## src/hdl/kts_pkg.sv

```systemverilog
`timescale 1ns / 1ps
package kts_pkg;

    localparam int MAX_KEY_BYTES_DEF = 16;

    localparam logic [7:0] HDR_VERSION   = 8'h21;
    localparam logic [7:0] HDR_SALT_BASE = 8'h20;
    localparam logic [7:0] SYM_BASE      = 8'd32;
    localparam logic [7:0] CNT_INIT      = 8'd11;
    localparam logic [8:0] SEED_ADD      = 9'd170;
    localparam logic [8:0] SEED_MOD      = 9'd192;
    localparam logic [8:0] SEED_MOD2     = 9'd384;
    localparam logic [9:0] SYM_SPAN      = 10'd96;
    localparam logic [9:0] DEC_BIAS      = 10'd480;
    // floor(x/96) = (floor(x/32) * 11) >> 5 for x below 576
    localparam logic [7:0] DIV3_MUL      = 8'd11;

    typedef enum logic [1:0] {
        ST_OK         = 2'd0,
        ST_BAD_HEADER = 2'd1,
        ST_BAD_BYTE   = 2'd2
    } kts_status_t;

    typedef struct packed {
        logic load;
        logic fold_step;
        logic calc;
        logic fin;
        logic emit;
        logic head0;
        logic head1;
    } kts_cmd_t;

    typedef struct packed {
        logic in_mode;
        logic decrypt;
        logic fold_last;
        logic calc_res;
        logic calc_normal;
        logic out_free;
    } kts_stat_t;

    // A-M <-> N-Z, CR <-> DEL
    function automatic logic [7:0] sym_map(input logic [7:0] b);
        logic [7:0] r;
        r = b;
        if (b >= 8'h41 && b <= 8'h4d) r = b + 8'd13;
        else if (b >= 8'h4e && b <= 8'h5a) r = b - 8'd13;
        else if (b == 8'd13) r = 8'd127;
        else if (b == 8'd127) r = 8'd13;
        return r;
    endfunction

    function automatic logic in_alphabet(input logic [7:0] b);
        return (b == 8'd13) || (b >= 8'd32 && b <= 8'd126);
    endfunction

endpackage

```

## src/hdl/kts_ctrl.sv

```systemverilog
`timescale 1ns / 1ps
module kts_ctrl import kts_pkg::*; (
    input  logic      aclk,
    input  logic      aresetn,
    input  logic      s_tvalid,
    output logic      s_tready,
    input  kts_stat_t stat,
    output kts_cmd_t  cmd
);

    typedef enum logic [2:0] {
        S_IDLE,
        S_FOLD,
        S_HEAD0,
        S_HEAD1,
        S_CALC,
        S_FIN,
        S_EMIT
    } state_t;

    state_t state_reg, state_next;

    always_comb begin
        state_next = state_reg;
        cmd        = '0;
        s_tready   = 1'b0;
        case (state_reg)
            S_IDLE: begin
                s_tready = 1'b1;
                cmd.load = s_tvalid;
                if (s_tvalid) begin
                    state_next = stat.in_mode ? S_CALC : S_FOLD;
                end
            end
            S_FOLD: begin
                cmd.fold_step = 1'b1;
                if (stat.fold_last) begin
                    state_next = stat.decrypt ? S_IDLE : S_HEAD0;
                end
            end
            S_HEAD0: begin
                cmd.head0 = stat.out_free;
                if (stat.out_free) state_next = S_HEAD1;
            end
            S_HEAD1: begin
                cmd.head1 = stat.out_free;
                if (stat.out_free) state_next = S_IDLE;
            end
            S_CALC: begin
                cmd.calc = 1'b1;
                if (stat.calc_normal) state_next = S_FIN;
                else if (stat.calc_res) state_next = S_EMIT;
                else state_next = S_IDLE;
            end
            S_FIN: begin
                cmd.fin    = 1'b1;
                state_next = S_EMIT;
            end
            S_EMIT: begin
                cmd.emit = stat.out_free;
                if (stat.out_free) state_next = S_IDLE;
            end
            default: begin
                state_next = S_IDLE;
            end
        endcase
    end

    always_ff @(posedge aclk) begin
        if (!aresetn) begin
            state_reg <= S_IDLE;
        end else begin
            state_reg <= state_next;
        end
    end

endmodule

```

## src/hdl/kts_dp.sv

```systemverilog
`timescale 1ns / 1ps
module kts_dp import kts_pkg::*; #(
    parameter int MAX_KEY_BYTES = MAX_KEY_BYTES_DEF
) (
    input  logic        aclk,
    input  logic        aresetn,
    input  logic [63:0] key_low,
    input  logic [63:0] key_high,
    input  logic [4:0]  key_length,
    input  logic        direction,
    input  logic        in_mode,
    input  logic [7:0]  in_value,
    input  kts_cmd_t    cmd,
    output kts_stat_t   stat,
    output logic        m_tvalid,
    input  logic        m_tready,
    output logic [7:0]  m_tdata,
    output logic [1:0]  m_tuser,
    output logic        m_tlast
);

    localparam logic [4:0] LEN_MAX = 5'(MAX_KEY_BYTES);

    typedef enum logic [1:0] {
        HP_VERSION = 2'd0,
        HP_SALT    = 2'd1,
        HP_BODY    = 2'd2
    } hdr_pos_t;

    logic [7:0]  value_reg;
    logic [7:0]  acc_reg;
    logic [3:0]  idx_reg;
    logic [9:0]  sum_reg;
    logic [7:0]  res_byte_reg;
    kts_status_t res_status_reg;

    logic [7:0]  seed_reg;
    logic [5:0]  salt_reg;
    logic [7:0]  rc_reg;
    logic [3:0]  pos_reg;
    hdr_pos_t    hp_reg;
    logic        failed_reg;

    logic        out_valid_reg;
    logic [7:0]  out_byte_reg;
    kts_status_t out_status_reg;
    logic        out_last_reg;

    logic [127:0] key_bytes;
    logic [4:0]   used_len;
    logic [7:0]   fold_key;
    logic [8:0]   fold_sum;
    logic [7:0]   fold_next;
    logic         out_free;
    logic         alpha;
    logic         bad_hdr;
    logic         calc_normal;
    logic         calc_res;
    logic [7:0]   pos_key;
    logic [7:0]   rc_adv;
    logic [3:0]   pos_inc;
    logic [3:0]   pos_adv;
    logic [7:0]   sym_off;
    logic [9:0]   sum_enc;
    logic [9:0]   sum_dec;
    logic [7:0]   quot_prod;
    logic [2:0]   quot;
    logic [9:0]   rem_full;
    logic [7:0]   plain_sym;
    logic [7:0]   chain_byte;
    logic [7:0]   rc_fin;

    assign key_bytes = {key_high, key_low};

    always_comb begin
        if (key_length == 5'd0) used_len = 5'd1;
        else if (key_length > LEN_MAX) used_len = LEN_MAX;
        else used_len = key_length;
    end

    // seed fold: one key byte per cycle, mod 192 by at most two subtracts
    assign fold_key = key_bytes[{idx_reg, 3'b000} +: 8];
    assign fold_sum = {1'b0, fold_key ^ acc_reg} + SEED_ADD;
    always_comb begin
        if (fold_sum >= SEED_MOD2) fold_next = 8'(fold_sum - SEED_MOD2);
        else if (fold_sum >= SEED_MOD) fold_next = 8'(fold_sum - SEED_MOD);
        else fold_next = fold_sum[7:0];
    end

    assign out_free = !out_valid_reg || m_tready;

    assign alpha   = in_alphabet(value_reg);
    assign bad_hdr = direction && (failed_reg || hp_reg == HP_VERSION);

    always_comb begin
        calc_normal = alpha && (!direction || (!failed_reg && hp_reg == HP_BODY));
        if (!direction || failed_reg) calc_res = 1'b1;
        else if (hp_reg == HP_VERSION) calc_res = (value_reg != HDR_VERSION);
        else if (hp_reg == HP_SALT) calc_res = 1'b0;
        else calc_res = 1'b1;
    end

    // count advance ahead of a symbol
    assign pos_key = key_bytes[{pos_reg, 3'b000} +: 8];
    assign rc_adv  = (pos_key ^ rc_reg) + (seed_reg ^ {2'b00, salt_reg});
    assign pos_inc = pos_reg + 4'd1;
    assign pos_adv = ({1'b0, pos_inc} >= used_len) ? 4'd0 : pos_inc;

    assign sym_off = sym_map(value_reg) - SYM_BASE;
    assign sum_enc = {2'b00, sym_off} + {2'b00, rc_adv} + {2'b00, seed_reg};
    assign sum_dec = DEC_BIAS + {2'b00, sym_off} - {2'b00, rc_adv} - {2'b00, seed_reg};

    // mod 96 of a value below 576
    assign quot_prod  = {3'b000, sum_reg[9:5]} * DIV3_MUL;
    assign quot       = quot_prod[7:5];
    assign rem_full   = sum_reg - ({7'b0, quot} * SYM_SPAN);
    assign plain_sym  = sym_map({1'b0, rem_full[6:0]} + SYM_BASE);
    assign chain_byte = direction ? plain_sym : value_reg;
    assign rc_fin     = (chain_byte ^ rc_reg) + seed_reg;

    always_ff @(posedge aclk) begin
        if (!aresetn) begin
            seed_reg      <= '0;
            salt_reg      <= '0;
            rc_reg        <= '0;
            pos_reg       <= '0;
            hp_reg        <= HP_VERSION;
            failed_reg    <= 1'b0;
            out_valid_reg <= 1'b0;
        end else begin
            if (cmd.fold_step && stat.fold_last) begin
                seed_reg   <= fold_next;
                rc_reg     <= fold_next + CNT_INIT;
                pos_reg    <= '0;
                failed_reg <= 1'b0;
                if (!direction) begin
                    salt_reg <= value_reg[5:0];
                    hp_reg   <= HP_BODY;
                end else begin
                    hp_reg <= HP_VERSION;
                end
            end
            if (cmd.calc) begin
                if (calc_normal) begin
                    rc_reg   <= rc_adv;
                    salt_reg <= salt_reg + 6'd1;
                    pos_reg  <= pos_adv;
                end else if (direction && !failed_reg) begin
                    if (hp_reg == HP_VERSION) begin
                        hp_reg <= HP_SALT;
                        if (value_reg != HDR_VERSION) failed_reg <= 1'b1;
                    end else if (hp_reg == HP_SALT) begin
                        salt_reg <= 6'(value_reg - HDR_SALT_BASE);
                        hp_reg   <= HP_BODY;
                    end
                end
            end
            if (cmd.fin) begin
                rc_reg <= rc_fin;
            end
            if (cmd.head0 || cmd.head1 || cmd.emit) out_valid_reg <= 1'b1;
            else if (m_tready) out_valid_reg <= 1'b0;
        end
    end

    always_ff @(posedge aclk) begin
        if (cmd.load) begin
            value_reg <= in_value;
            acc_reg   <= '0;
            idx_reg   <= '0;
        end
        if (cmd.fold_step) begin
            acc_reg <= fold_next;
            idx_reg <= idx_reg + 4'd1;
        end
        if (cmd.calc) begin
            sum_reg <= direction ? sum_dec : sum_enc;
            if (bad_hdr) begin
                res_byte_reg   <= '0;
                res_status_reg <= ST_BAD_HEADER;
            end else begin
                res_byte_reg   <= value_reg;
                res_status_reg <= ST_BAD_BYTE;
            end
        end
        if (cmd.fin) begin
            res_byte_reg   <= plain_sym;
            res_status_reg <= ST_OK;
        end
        if (cmd.head0) begin
            out_byte_reg   <= HDR_VERSION;
            out_status_reg <= ST_OK;
            out_last_reg   <= 1'b0;
        end else if (cmd.head1) begin
            out_byte_reg   <= HDR_SALT_BASE + {2'b00, salt_reg};
            out_status_reg <= ST_OK;
            out_last_reg   <= 1'b1;
        end else if (cmd.emit) begin
            out_byte_reg   <= res_byte_reg;
            out_status_reg <= res_status_reg;
            out_last_reg   <= 1'b1;
        end
    end

    always_comb begin
        stat.in_mode     = in_mode;
        stat.decrypt     = direction;
        stat.fold_last   = ({1'b0, idx_reg} == (used_len - 5'd1));
        stat.calc_res    = calc_res;
        stat.calc_normal = calc_normal;
        stat.out_free    = out_free;
    end

    assign m_tvalid = out_valid_reg;
    assign m_tdata  = out_byte_reg;
    assign m_tuser  = out_status_reg;
    assign m_tlast  = out_last_reg;

endmodule

```

## src/hdl/keyed_text_stream_cipher_core.sv

```systemverilog
`timescale 1ns / 1ps
// Keyed text stream cipher over the 96-symbol printable alphabet.
// Input stream: s_tuser = 0 starts a message (s_tdata low 6 bits = salt when
// encrypting), s_tuser = 1 carries one message byte in s_tdata.
// Output stream: m_tdata = header or text byte, m_tuser = status
// (0 ok, 1 bad header, 2 byte outside alphabet), m_tlast ends each run.
// Key, key length and direction sit in APB registers at 0x00, 0x08, 0x10,
// 0x18; write them only while the block is idle.
// A text byte passes through accept, count step, mod-96 step and output load,
// the output load waiting until the output register frees up; a new byte is
// accepted only after that load. Rejected bytes and bad header bytes skip the
// mod-96 step; a good header byte gives no transfer.
// A start item folds one key byte per cycle, using n key bytes (0 read as 1,
// capped at MAX_KEY_BYTES); when encrypting it then loads the two header
// transfers.
// One output register sits between the core and m_*: a new item is taken
// while a result waits; when the receiver stalls the core holds its next
// result until the register frees up, and input then stops.
// Reset clears the cipher state, the key and direction registers (key length resets to 1) and the output valid.
module keyed_text_stream_cipher_core import kts_pkg::*; #(
    parameter int MAX_KEY_BYTES = MAX_KEY_BYTES_DEF
) (
    input  logic        aclk,
    input  logic        aresetn,
    input  logic        psel,
    input  logic        penable,
    input  logic        pwrite,
    input  logic [4:0]  paddr,
    input  logic [63:0] pwdata,
    output logic [63:0] prdata,
    output logic        pready,
    input  logic        s_tvalid,
    output logic        s_tready,
    input  logic [7:0]  s_tdata,   // [7:0] value
    input  logic        s_tuser,   // [0] mode
    output logic        m_tvalid,
    input  logic        m_tready,
    output logic [7:0]  m_tdata,   // [7:0] out_byte
    output logic [1:0]  m_tuser,   // [1:0] status
    output logic        m_tlast
);

    typedef enum logic [1:0] {
        REG_KEY_LOW  = 2'd0,
        REG_KEY_HIGH = 2'd1,
        REG_KEY_LEN  = 2'd2,
        REG_DIR      = 2'd3
    } reg_idx_t;

    logic [63:0] key_low_reg;
    logic [63:0] key_high_reg;
    logic [4:0]  key_length_reg;
    logic        direction_reg;
    reg_idx_t    reg_idx;
    logic        cfg_write;
    kts_cmd_t    cmd;
    kts_stat_t   stat;

    assign pready    = 1'b1;
    assign reg_idx   = reg_idx_t'(paddr[4:3]);
    assign cfg_write = psel && penable && pwrite && pready;

    always_ff @(posedge aclk) begin
        if (!aresetn) begin
            key_low_reg    <= '0;
            key_high_reg   <= '0;
            key_length_reg <= 5'd1;
            direction_reg  <= 1'b0;
        end else if (cfg_write) begin
            case (reg_idx)
                REG_KEY_LOW:  key_low_reg    <= pwdata;
                REG_KEY_HIGH: key_high_reg   <= pwdata;
                REG_KEY_LEN:  key_length_reg <= pwdata[4:0];
                REG_DIR:      direction_reg  <= pwdata[0];
                default: begin
                end
            endcase
        end
    end

    always_comb begin
        case (reg_idx)
            REG_KEY_LOW:  prdata = key_low_reg;
            REG_KEY_HIGH: prdata = key_high_reg;
            REG_KEY_LEN:  prdata = {59'b0, key_length_reg};
            REG_DIR:      prdata = {63'b0, direction_reg};
            default:      prdata = '0;
        endcase
    end

    kts_ctrl u_ctrl (
        .aclk     (aclk),
        .aresetn  (aresetn),
        .s_tvalid (s_tvalid),
        .s_tready (s_tready),
        .stat     (stat),
        .cmd      (cmd)
    );

    kts_dp #(
        .MAX_KEY_BYTES (MAX_KEY_BYTES)
    ) u_dp (
        .aclk       (aclk),
        .aresetn    (aresetn),
        .key_low    (key_low_reg),
        .key_high   (key_high_reg),
        .key_length (key_length_reg),
        .direction  (direction_reg),
        .in_mode    (s_tuser),
        .in_value   (s_tdata),
        .cmd        (cmd),
        .stat       (stat),
        .m_tvalid   (m_tvalid),
        .m_tready   (m_tready),
        .m_tdata    (m_tdata),
        .m_tuser    (m_tuser),
        .m_tlast    (m_tlast)
    );

endmodule

```

## config.mk

```make
export PLATFORM = sky130hd
export DESIGN_NAME = keyed_text_stream_cipher_core
export DESIGN_NICKNAME = d
export VERILOG_FILES = /design/src/hdl/kts_pkg.sv /design/src/hdl/kts_ctrl.sv /design/src/hdl/kts_dp.sv /design/src/hdl/keyed_text_stream_cipher_core.sv
export SDC_FILE = /design/constraint.sdc
export NUM_CORES = 1
export LEC_CHECK = 0
export ABC_AREA = 0
export BUFFER_PORTS_ARGS = -buffer_cell sky130_fd_sc_hd__buf_2
export CORE_ASPECT_RATIO = 2
export CORE_MARGIN = 2
export CORE_UTILIZATION = 35
export CTS_BUF_LIST = sky130_fd_sc_hd__clkbuf_8 sky130_fd_sc_hd__clkbuf_16
export CTS_CLUSTER_DIAMETER = 40
export DETAILED_ROUTE_END_ITERATION = 10
export SETUP_SLACK_MARGIN = 0.05
export SYNTH_ARGS = -nofsm -noshare
export SYNTH_HDL_FRONTEND = slang
export SYNTH_SLANG_ARGS = --single-unit
```

## constraint.sdc

```tcl
create_clock -name aclk -period 10.5 [get_ports aclk]
set_input_delay 1.05 -clock aclk [delete_from_list [all_inputs] [get_ports aclk]]
set_output_delay 1.05 -clock aclk [all_outputs]
set_load 0.005 [all_outputs]
```

==> results.py, run 1 <==
metrics = {
    "clock_tree": {
        "cts_buffers": 25,
        "post_cts_buffers": 0,
        "clock_latency_ns": 0.56,
        "clk_pin_slew_ns": 0.06,
        "clkSinkCount": 218,
        "cts_max_path_buffers": 3,
        "cts_resized": 0,
        "cts_root_buf": "clkbuf_16",
        "cts_tree": "yes",
        "htree_levels": 1,
        "cts_hold_buf": 0,
    },
    "yosys": {
        "yosysTopAreaCell": "dfxtp_1",
        "synth_top_area_frac": 0.236,
        "postSynthAreaPerCell_um2": 8.50,
        "synth.ff_latch_count": 218,
        "ys_types": 88,
        "synth.top_cells.by_area": "dfxtp_1 (24%), nand2_1 (8.5%), mux2i_1 (8.1%), edfxtp_1 (7.5%), ha_1 (7.1%)",
        "synthCells": 1799,
        "ys_warn_count": 0,
        "syn_area_um2": 15300,
        "synth_edf_count": 38,
        "synthArstFlopShare": 0,
        "synth_flop_cell": "dfxtp_1",
        "synth_nets": 1985,
        "ys_seq_area_frac": 0.310,
    },
    "cells_and_area": {
        "drive_above_1_share": 0.154,
        "num-fill-cells": 4453,
        "area_growth_pct": 12.6,
        "multi_input_area_um2": 9800,
        "diodes": 0,
        "final_nets": 2070,
        "final_area_um2": 17200,
        "seqCellArea_um2": 4750,
    },
    "pwr": {
        "clockPowerShare": 0.162,
        "power_density_nw_per_um2": 311,
        "p_int_mw": 2.79,
        "comb_power_share": 0.625,
        "seqPwrFrac": 0.213,
        "switchingPower_mw": 2.55,
        "total_leakage_power_nw": 6.84,
        "peakVddDrop_v": 0.000253,
        "p_sw_frac": 0.478,
    },
    "floorplan": {
        "fp.dieH_um": 300,
        "ioPinCount": 163,
        "die_area_um2": 45500,
        "fp.dieW_um": 152,
        "start_util": 0.353,
        "num_rows": 108,
        "core_region_area_um2": 43200,
    },
    "routing": {
        "dr.pass1.iters": 6,
        "ant_nets": 0,
        "wl_per_cell_um": 21.2,
        "dr.first_iter.drc_count": 700,
        "num_vias": 13600,
        "drc_errors": 0,
        "avgViaCountPerCell": 5.56,
        "wl_mm": 51.9,
    },
    "sta": {
        "hold_viol": 0,
        "fmax_mhz": 136,
        "finalSetupTns_ns": 0,
        "setup_viol": 0,
        "min_period_ns": 7.34,
        "clock_skew_ns": 0.0254,
        "period_share": 0.699,
        "worst_slew_pin_slew_ns": 0.970,
        "report.final.slew_viol_count": 0,
        "grt_setup_unrepaired": "false",
        "slew_headroom": 0.353,
    },
    "worst_hold_path": {
        "hold_class": "reg -> reg",
        "hold_start": "u_dp.res_status_reg[0]",
    },
    "global_route": {
        "grt_max_degree": 84,
        "grt_usage": 0.228,
        "overflow": 0,
        "grt_pass1_vias": 14000,
        "antenna_found_initial": 0,
        "grt_pass1_wl_mm": 79.5,
    },
    "worst_setup_path": {
        "rrSetupSlack_ns": 3.16,
        "slowest_delay_ns": 0.75,
        "critPathLaunch": "u_dp.sum_reg[5]",
        "start_kind": "flip-flop",
        "cp_data_arrival_time_ns": 7.76,
        "critPathRequiredTime_ns": 10.92,
        "rr_worst_depth": 30,
        "end_kind": "flip-flop",
        "crit_fanout": 13,
        "cpMaxStageDelayCell": "o22ai_1",
        "crit_end": "u_dp.rc_reg[7]",
        "rr_endpoint": "u_dp.rc_reg[7]",
        "path_class": "reg -> reg",
        "r2r_start": "u_dp.sum_reg[5]",
        "crit_top_cell": "xnor2_1",
    },
    "place": {
        "placed_cell_area_um2": 16400,
        "dp_hpwl_mm": 39.9,
        "place_congestion": 0.906,
        "portBuffers": 158,
    },
    "outcome": {
        "status": "complete, no violations",
    },
    "run": {
        "cap_violations": 0,
    },
}
==> critical path, delay by kind of cell (launching register included) <==
kind	cells	cell delay (ns)
AO/OA/AOI/OAI	12	2.99
adder cells (fa/ha/maj)	6	1.76
multiplexers	1	0.14
flip-flops	1	0.43
XOR/XNOR	9	1.73
AND/OR/NAND/NOR	2	0.18
==> cell families (layout without fill, tap and decap cells) <==
logic type	Yosys count	after routing	synth area share
mux	181	181	0.157
flops	218	218	0.310
simple gates	604	604	0.167
other cells	1	1	0.000245
xor+xnor	101	101	0.0596
buf+inv	181	285	0.0498
compound gates	412	412	0.166
fa+ha+maj	101	101	0.0896
==> cell usage after synthesis (9+ instances only) <==
master	count
a211oi_1	17
xor2_1	36
a22oi_1	15
ha_1	87
dfxtp_1	180
o21bai_1	18
nor3_1	18
fa_1	14
clkbuf_1	92
a21oi_1	210
o211ai_1	9
o22ai_1	12
inv_1	59
mux2i_1	124
mux2_2	10
edfxtp_1	38
nand2b_1	15
nand2_1	348
and2_1	12
a221oi_1	21
mux4_2	41
xnor2_1	63
a21o_1	14
buf_1	15
nor2_1	146
o21ai_0	51
nand3_1	15
==> power by group through the flow <==
stage | Clock [mW] | Combinational (mW) | Sequential (mW)
finish | 0.865 | 3.34 | 1.14
detailed placement | 0 | 3.34 | 1.15
global placement | 0 | 3.24 | 1.15
CTS | 0.879 | 3.35 | 1.14
global route | 0.914 | 3.71 | 1.15
floorplan | 0 | 2.61 | 1.08
==> final cells by class <==
class | instances | share of cell area
Clock inverter | 21 | 0.0102
Tap cell | 550 | 0.0400
Inverter | 61 | 0.0135
Multi-Input combinational cell | 1400 | 0.569
Timing Repair Buffer | 178 | 0.0548
Sequential cell | 218 | 0.276
Clock buffer | 25 | 0.0364
==> worst min path at each step <==
stage,end,slack [ns],cells after the start
after global routing,u_dp.m_tdata[3],0.48,2
after global placement,u_dp.m_tdata[3],0.45,2
final,u_dp.res_status_reg[0],0.46,2
after floorplan,u_dp.res_status_reg[0],0.43,2
after CTS,u_dp.res_status_reg[0],0.46,2
after detailed placement,u_dp.res_status_reg[0],0.45,2
==> metrics by stage <==
step	setup slack, ns	power [mW]	instances	utilization	hold WS [ns]
floorplan	4.31	3.70	1799	-	0.425
finish	3.16	5.34	2453	0.398	0.457
detailed placement	3.15	4.49	2407	0.379	0.447
CTS	3.14	5.37	2453	0.398	0.462
global placement	3.28	4.39	2407	0.379	0.445
global route	2.47	5.78	2453	0.398	0.484
==> metal layers <==
metal	vias up	track usage	routed length (µm)
met1	6520	0.218	16700
met4	0	0.197	5520
met2	451	0.422	27700
li1	6500	-	-
met5	-	0	0
met3	164	0.0225	2040
==> cells in the final DEF, fill, tap and decap left out, types with 41 or more instances in the layout <==
| master | n |
|---|---|
| mux2i_1 | 124 |
| inv_1 | 62 |
| ha_1 | 87 |
| a21oi_1 | 210 |
| nor2_1 | 146 |
| o21ai_0 | 51 |
| dfxtp_1 | 179 |
| buf_2 | 157 |
| mux4_2 | 41 |
| nand2_1 | 348 |
| xnor2_1 | 63 |
No activity file was read; power rests on OpenSTA's default activity.
==> run 2: changes to the inputs <==
--- a/config.mk
+++ b/config.mk
@@ -5,7 +5,7 @@
 export SDC_FILE = /design/constraint.sdc
 export NUM_CORES = 1
 export LEC_CHECK = 0
-export ABC_AREA = 0
+export ABC_AREA = 1
 export BUFFER_PORTS_ARGS = -buffer_cell sky130_fd_sc_hd__buf_2
 export CORE_ASPECT_RATIO = 2
 export CORE_MARGIN = 2
==> constraint.sdc (replaced) <==
create_clock -name aclk -period 5.9 [get_ports aclk]
set_input_delay 0.59 -clock aclk [delete_from_list [all_inputs] [get_ports aclk]]
set_output_delay 0.59 -clock aclk [all_outputs]
set_load 0.005 [all_outputs]
==> run 2 against run 1 <==
  * Largest power group unchanged
  * Die area fell by 0.99%
  * Clock skew up 0.0062 ns
  * Power increased to 2.5 times the previous value
  * The run now ends with negative setup slack left
  * Largest cell class unchanged
  * Area after synthesis down 1.0%
  * Setup slack lost 3.6 ns
  * Non-clock buffer count increased by 78
  * Combinational power grew to 2.9 times the previous value
  * First-iteration DRC count is 47% higher
  * Highest routed layer unchanged
  * Final cell count is 19% higher
  * Critical path depth grew 12
  * Via count rose by 17%
==> results.py, run 2 <==
metrics = {
    "yosys": {
        "syn_area_um2": 15100,
        "synthCells": 2192,
        "synthArstFlopShare": 0,
        "synth_edf_count": 38,
        "postSynthAreaPerCell_um2": 6.90,
        "synth.top_cells.by_area": "dfxtp_1 (24%), o21ai_0 (9.5%), nand2_1 (8.2%), edfxtp_1 (7.5%), a21oi_1 (7.2%)",
        "synth_nets": 2378,
        "synth_most_common_cell": "nand2_1",
        "ys_top_cells_by_count": "nand2_1 (331), o21ai_0 (286), inv_1 (260), nor2_1 (226), a21oi_1 (219)",
        "synth_top_area_frac": 0.238,
        "ys_seq_area_frac": 0.314,
        "yosysTopAreaCell": "dfxtp_1",
        "synth_flop_cell": "dfxtp_1",
        "ys_warn_count": 0,
        "ys_types": 56,
        "synth.ff_latch_count": 218,
    },
    "cells_and_area": {
        "diodes": 0,
        "drive_above_1_share": 0.166,
        "area_growth_pct": 19.0,
        "mostFrequentLayoutCell": "nand2_1",
        "final_nets": 2547,
        "final_cell_mix": "nand2_1 (328), o21ai_0 (275), inv_1 (260)",
    },
    "place": {
        "portBuffers": 158,
        "dp_hpwl_mm": 47.2,
        "place_congestion": 0.964,
        "post-place-ws_ns": -0.661,
    },
    "sta": {
        "slew_headroom": 0.352,
        "fin_ws_ns": -0.440,
        "hold_viol": 0,
        "min_period_ns": 6.34,
        "worst_slew_pin_slew_ns": 0.972,
        "period_share": 1.07,
        "clock_skew_ns": 0.0316,
        "fmax_mhz": 158,
        "grt_setup_unrepaired": "true",
        "report.final.slew_viol_count": 0,
        "finalSetupTns_ns": -0.611,
        "setup_viol": 3,
    },
    "clock_tree": {
        "clock_latency_ns": 0.58,
        "clk_pin_slew_ns": 0.06,
        "cts_root_buf": "clkbuf_16",
        "cts_hold_buf": 0,
        "cts_buffers": 28,
        "clkSinkCount": 218,
        "cts_tree": "yes",
        "cts_max_path_buffers": 3,
        "htree_levels": 1,
    },
    "routing": {
        "wl_mm": 61.2,
        "dr.pass1.iters": 5,
        "drc_errors": 0,
        "wl_per_cell_um": 20.9,
        "ant_nets": 0,
        "avgViaCountPerCell": 5.46,
        "dr.first_iter.drc_count": 1032,
        "num_vias": 16000,
    },
    "floorplan": {
        "fp.dieH_um": 298,
        "num_rows": 107,
        "core_region_area_um2": 42600,
        "die_area_um2": 45000,
        "fp.dieW_um": 151,
        "start_util": 0.355,
        "ioPinCount": 163,
    },
    "worst_setup_path": {
        "critPathTopFamily": "adder cells",
        "cp_data_arrival_time_ns": 6.82,
        "rr_endpoint": "u_dp.rc_reg[7]",
        "critPathRequiredTime_ns": 6.37,
        "path_buf_inv": 6,
        "path_class": "reg -> reg",
        "end_kind": "flip-flop",
        "slowest_delay_ns": 0.39,
        "crit_fanout": 2,
        "rr_worst_depth": 42,
        "cpMaxStageDelayCell": "edfxtp_1",
        "r2r_start": "u_dp.sum_reg[5]",
        "critPathLaunch": "u_dp.sum_reg[5]",
        "rrSetupSlack_ns": -0.44,
        "start_kind": "flip-flop",
    },
    "global_route": {
        "grt_pass1_vias": 16000,
        "grt.busiest_layer": "met2",
        "grt_pass1_wl_mm": 92.3,
        "grt_usage": 0.270,
        "use_met3": 0.0335,
        "grt_max_degree": 105,
        "grtUsageMet1": 0.254,
        "antenna_found_initial": 0,
        "overflow": 0,
        "globalRouteMet2Util": 0.499,
    },
    "pwr": {
        "comb_power_share": 0.718,
        "peakVddDrop_v": 0.000935,
        "power_density_nw_per_um2": 746,
        "total_leakage_power_nw": 8.11,
        "p_int_mw": 6.98,
        "seqPwrFrac": 0.151,
        "switchingPower_mw": 6.44,
        "p_sw_frac": 0.480,
        "clockPowerShare": 0.131,
    },
    "worst_hold_path": {
        "hold_start": "s_tdata[6]",
        "holdPathEnd": "u_dp.value_reg[6]",
        "min_delay_path_depth": 1,
        "hold_class": "in -> reg",
    },
    "outcome": {
        "status": "finished, violations left",
        "failed_checks": "negative setup slack",
    },
    "run": {
        "cap_violations": 0,
    },
}
## run 2: cell types whose count changed after synthesis, moves of 23 or more
| cell | delta |
|---|---|
| nand3_1 | +116 |
| o21ai_0 | +235 |
| inv_1 | +201 |
| nor2_1 | +80 |
| nand2_2 | +23 |
| mux2i_1 | -124 |
| mux4_2 | -41 |
| xnor2_1 | -48 |
## run 2: power groups by stage
stage,Sequential (mW),Clock (mW),Combinational [mW]
after detailed placement,2.06,0,8.53
after CTS,2.03,1.78,9.46
after global placement,2.06,0,8.44
after floorplan,1.96,0,5.03
after global routing,2.05,1.84,10.5
final,2.03,1.76,9.64
## run 2: kinds of logic after synthesis
group	Yosys count	share of synthesized area
adder cells (fa/ha/maj)	101	0.0905
XOR/XNOR	65	0.0381
buffers and inverters	390	0.103
flip-flops	218	0.314
other	1	0.000248
AND/OR/NAND/NOR	768	0.217
AO/OA/AOI/OAI	649	0.238
## run 2: what timing repair did
action                                 CTS  global route
gates resized for setup                 26            12
buffers inserted                        15             7
pin swaps                               28            10
cloned                                   0             1
setup endpoints to repair                5             8
endpoints found under the hold margin    0             0
## run 2: how the worst max path moves through the flow
stage          cells past startpoint        endpoint  slack [ns]
2_1_floorplan                     41  u_dp.rc_reg[7]       -0.32
3_5_place_dp                      42  u_dp.rc_reg[7]       -0.66
3_3_place_gp                      42  u_dp.rc_reg[7]       -0.63
6_report                          42  u_dp.rc_reg[7]       -0.44
4_1_cts                           42  u_dp.rc_reg[7]       -0.40
5_1_grt                           42  u_dp.rc_reg[7]       -1.00
## run 2: routing by layer
| layer | share of wire | up-vias | wire length [µm] |
|---|---|---|---|
| met5 | 0 | - | 0 |
| met4 | 0.11 | 0 | 6520 |
| met3 | 0.046 | 227 | 2840 |
| met2 | 0.53 | 616 | 32400 |
| met1 | 0.32 | 7428 | 19400 |
| li1 | - | 7719 | - |
## run 2: area by class of cell
cell class | count | area [µm²]
fillers | 4493 | 24600
multi-input cells | 1584 | 8980
flip-flops and latches | 218 | 4750
repair buffers | 256 | 1600
inverters | 273 | 1030
clock buffers | 32 | 767
well taps | 545 | 682
clock inverters | 20 | 196
## run 2: through the flow
| stage | util | instances | hold WS [ns] | instance area, µm² | power (mW) |
|---|---|---|---|---|---|
| 6_report | 0.423 | 2928 | 0.190 | 18000 | 13.4 |
| 5_1_grt | 0.423 | 2928 | 0.184 | 18000 | 14.4 |
| 4_1_cts | 0.420 | 2923 | 0.176 | 17900 | 13.3 |
| 3_5_place_dp | 0.393 | 2856 | 0.459 | 16700 | 10.6 |
| 3_3_place_gp | 0.393 | 2856 | 0.452 | 16700 | 10.5 |
| 2_1_floorplan | - | 2192 | 0.436 | 15200 | 6.99 |
